--- config.mk ---
export PLATFORM = sky130hd
export DESIGN_NAME = hcbp_ram
export DESIGN_NICKNAME = d
export VERILOG_FILES = /design/src/design/huffman_code_bit_packer_top_macros.svh /design/src/design/hcbp_ram.sv
export SDC_FILE = /design/constraint.sdc
export NUM_CORES = 1
export LEC_CHECK = 0
export ABC_AREA = 1
export BUFFER_PORTS_ARGS = -buffer_cell sky130_fd_sc_hd__buf_4
export CAP_MARGIN = 20
export CORE_ASPECT_RATIO = 0.6
export CORE_MARGIN = 5
export CORE_UTILIZATION = 31
export DETAILED_ROUTE_END_ITERATION = 6
export PLACE_DENSITY = 0.48
export REMOVE_ABC_BUFFERS = 1
export SLEW_MARGIN = 15
export SYNTH_ARGS = -nofsm -noshare
export SYNTH_HDL_FRONTEND = slang
export SYNTH_SLANG_ARGS = --single-unit
--- constraint.sdc ---
create_clock -name clock -period 1.5 [get_ports clock]
set_input_delay 0.15 -clock clock [delete_from_list [all_inputs] [get_ports clock]]
set_output_delay 0.15 -clock clock [all_outputs]
set_load 0.05 [all_outputs]
--- src/design/huffman_code_bit_packer_top_macros.svh ---
// Assertion macros for the Huffman code bit packer.
`ifndef HUFFMAN_CODE_BIT_PACKER_TOP_MACROS_SVH
`define HUFFMAN_CODE_BIT_PACKER_TOP_MACROS_SVH

// Same-cycle implication, disabled while reset is high.
`define HCBP_ASSERT_IMPL(lbl, clk, rst, ante, cons, msg) \
   lbl: assert property (@(posedge clk) disable iff (rst) (ante) |-> (cons)) else $error(msg);

// Next-cycle implication, disabled while reset is high.
`define HCBP_ASSERT_NEXT(lbl, clk, rst, ante, cons, msg) \
   lbl: assert property (@(posedge clk) disable iff (rst) (ante) |=> (cons)) else $error(msg);

`endif

--- src/design/hcbp_ram.sv ---
// Generic single-port-write, single-port-read RAM with registered read data.
module hcbp_ram #(
   parameter int WIDTH = 8,
   parameter int DEPTH = 16
) (
   input  logic                     clock,
   input  logic                     wr_en,
   input  logic [$clog2(DEPTH)-1:0] wr_addr,
   input  logic [WIDTH-1:0]         wr_data,
   input  logic                     rd_en,
   input  logic [$clog2(DEPTH)-1:0] rd_addr,
   output logic [WIDTH-1:0]         rd_data
);

   logic [WIDTH-1:0] mem_ff [DEPTH];
   logic [WIDTH-1:0] rd_data_ff;

   // Write port
   always_ff @(posedge clock) begin
      if (wr_en) begin
         mem_ff[wr_addr] <= wr_data;
      end
   end

   // Read port, data held until the next read
   always_ff @(posedge clock) begin
      if (rd_en) begin
         rd_data_ff <= mem_ff[rd_addr];
      end
   end

   assign rd_data = rd_data_ff;

endmodule

==> run_results.csv <==
group,metric,value,unit
run_status,outcome,"completed",
timing,period_minus_slack,1230,ps
clock_tree,cts.sinks,136,
clock_tree,clk_latency,410,ps
grt,grt_pass1_wl,22100,µm
logic_synthesis,synth_top_area_frac,0.698,
timing,final.setup.worst_slack,270,ps
cells_and_area,multiInputGateArea,1210,µm²
grt,antenna_found_initial,0,
setup_path,path_class,"reg -> out",
timing,slew_viol_final,0,
logic_synthesis,syn_inst,551,
cells_and_area,final_common_cell,"nand2_1",
pwr,power_density,1270,nW/µm²
placed_design,dp_hpwl,9330,µm
grt,grt_usage,0.135,
cells_and_area,nFillCells,1777,
timing,finClkSkew,10.1,ps
timing,slew_headroom,0.594,
flow_run,max_cap_violations,0,
clock_tree,post_cts_resized,0,
setup_path,cp_top_family,"flip-flops",
timing,worst_slew_pin_slew,608,ps
placed_design,port_buffers,26,
setup_path,setup.worst_path.start,"rd_data[4]$_DFFE_PP_",
die,die_h,116,µm
clock_tree,root_buffer,"clkbuf_16",
setup_path,worst_ep_required_time,1350,ps
timing,rsz0062_at_grt,"no",
grt,grt_pass1_vias,3734,
logic_synthesis,ys_ff_latch,136,
placed_design,post-place-ws,105,ps
cells_and_area,final_nets,621,
timing,hold_viol,0,
logic_synthesis,ys.warnings.count,0,
die,pin_count,27,
grt,grt_max_degree,55,
grt,grt_busiest_layer,"met1",
clock_tree,cts.path.max_buffers,2,
setup_path,worst_path_max_delay_cell,"edfxtp_1",
die,initial_core_util,0.319,
cells_and_area,layout_common_cells,"nand2_1, edfxtp_1, inv_1",
grt,use_met2,0.199,
setup_path,crit_fanout,1,
cells_and_area,diodes,0,
clock_tree,cts_tree,"built",
grt,use_met1,0.204,
setup_path,cp-end-kind,"output pin",
grt,overflow,0,
pwr,total_leakage_power,3.00,nW
cells_and_area,drive_above_1_share,0.140,
route,wl_per_cell,16.5,µm
clock_tree,post-cts-setup-buffers,0,
route,drtPass1Iterations,5,
route,post-route-drc-count,0,
route,drtIter0Drc,210,
cells_and_area,register_area,4080,µm²
logic_synthesis,synth_top_cell_by_area,"edfxtp_1",
route,vias_per_cell,4.45,
pwr,ir_drop,0.701,mV
setup_path,slowest_delay,450,ps
logic_synthesis,ys_seq_area_frac,0.698,
logic_synthesis,mappedNetlistArea,5850,µm²
die,dieArea,21800,µm²
route,drt-total-wl,14100,µm
timing,fin_setup_tns,0,ps
logic_synthesis,synth.area.top_cells,"edfxtp_1, nand2_1, nand3_1",
worst_hold_path,min_from,"rd_en",
setup_path,start_kind,"flop",
grt,use_met3,0.0281,
logic_synthesis,syn_area_per_cell,10.6,µm²
setup_path,critPathBufInv,1,
die,die_w,187,µm
timing,setup_viol,0,
worst_hold_path,hold_path_class,"in -> reg",
route,ant_nets,0,
clock_tree,clk_pin_slew,60,ps
setup_path,reg2reg_from,"mem_ff[5][3]$_DFFE_PP_",
placed_design,place.gp.congestion,0.776,
cells_and_area,area_growth,19.8,%
setup_path,path_cells,"buf_4",
timing,timing.fmax,813,MHz
die,fp-row-count,38,
clock_tree,cts_max_level,4,
timing,period_share,0.820,
clock_tree,cts_hold_buf,0,
clock_tree,cts_buffers,17,
setup_path,cp.arrival,1080,ps
route,num_vias,3808,
die,coreArea,18300,µm²
logic_synthesis,synth.distinct_cells,11,
cell families after synthesis:
| kind of cell | synth area share |
|---|---|
| AND/OR/NAND/NOR | 0.208 |
| flip-flops | 0.698 |
| buffers and inverters | 0.0939 |
cell type report:
type	count	share of cell area
Multi-Input combinational cell	289	0.173
Clock buffer	20	0.0623
Clock inverter	12	0.0184
Inverter	102	0.0547
Timing Repair Buffer	56	0.0654
Sequential cell	136	0.583
Tap cell	240	0.0429
registers in the layout, indices dropped and copies added, names as in the netlist:
name / cells
mem_ff: 128
rd_data: 8
Yosys cell counts:
master      n
nand2_1   173
edfxtp_1  136
inv_1     100
nand3_1    97
nor2_1     17
buf_2      13
buf_6       6
buf_4       4
inv_2       2
nand3b_1    2
buf_1       1
metrics by stage:
step / hold slack (ps) / cells / power (W) / cell area [µm²] / util
2_1_floorplan: 249 / 527 / 0.00467 / 5680 / -
3_3_place_gp: 487 / 823 / 0.00500 / 6440 / 0.352
3_5_place_dp: 496 / 823 / 0.00501 / 6440 / 0.352
4_1_cts: 65.7 / 855 / 0.00902 / 7000 / 0.383
5_1_grt: 72.3 / 855 / 0.00925 / 7000 / 0.383
6_report: 73.7 / 855 / 0.00892 / 7000 / 0.383
layer usage:
layer  share of wire  wire length [µm]
met4          0.0046                65
met5               0                 0
met1            0.52              7400
met3           0.048               674
met2            0.42              5970
final timing paths:
kind | to | slack, ps | depth (start not counted)
worst min register to register | rd_data[1]$_DFFE_PP_ | 750 | 6
worst max-delay path | rd_data[4] | 270 | 1
worst min-delay path | rd_data[5]$_DFFE_PP_ | 70 | 1
worst max register to register | rd_data[3]$_DFFE_PP_ | 390 | 6
worst reg2reg max path: cells and delay by family (launching register included):
kind	cells	cell delay, ps
buffers and inverters	1	60
AND/OR/NAND/NOR	5	430
flip-flops	1	360
power breakdown:
part	internal, W	switching, W	total [W]	leakage [nW]
Clock	0.00244	0.00155	0.00400	0.271
Sequential	0.00428	0.0000298	0.00431	1.24
Combinational	0.000187	0.000422	0.000609	1.49
Total	0.00691	0.00201	0.00892	3.00
(Power assumes the default switching activity.)
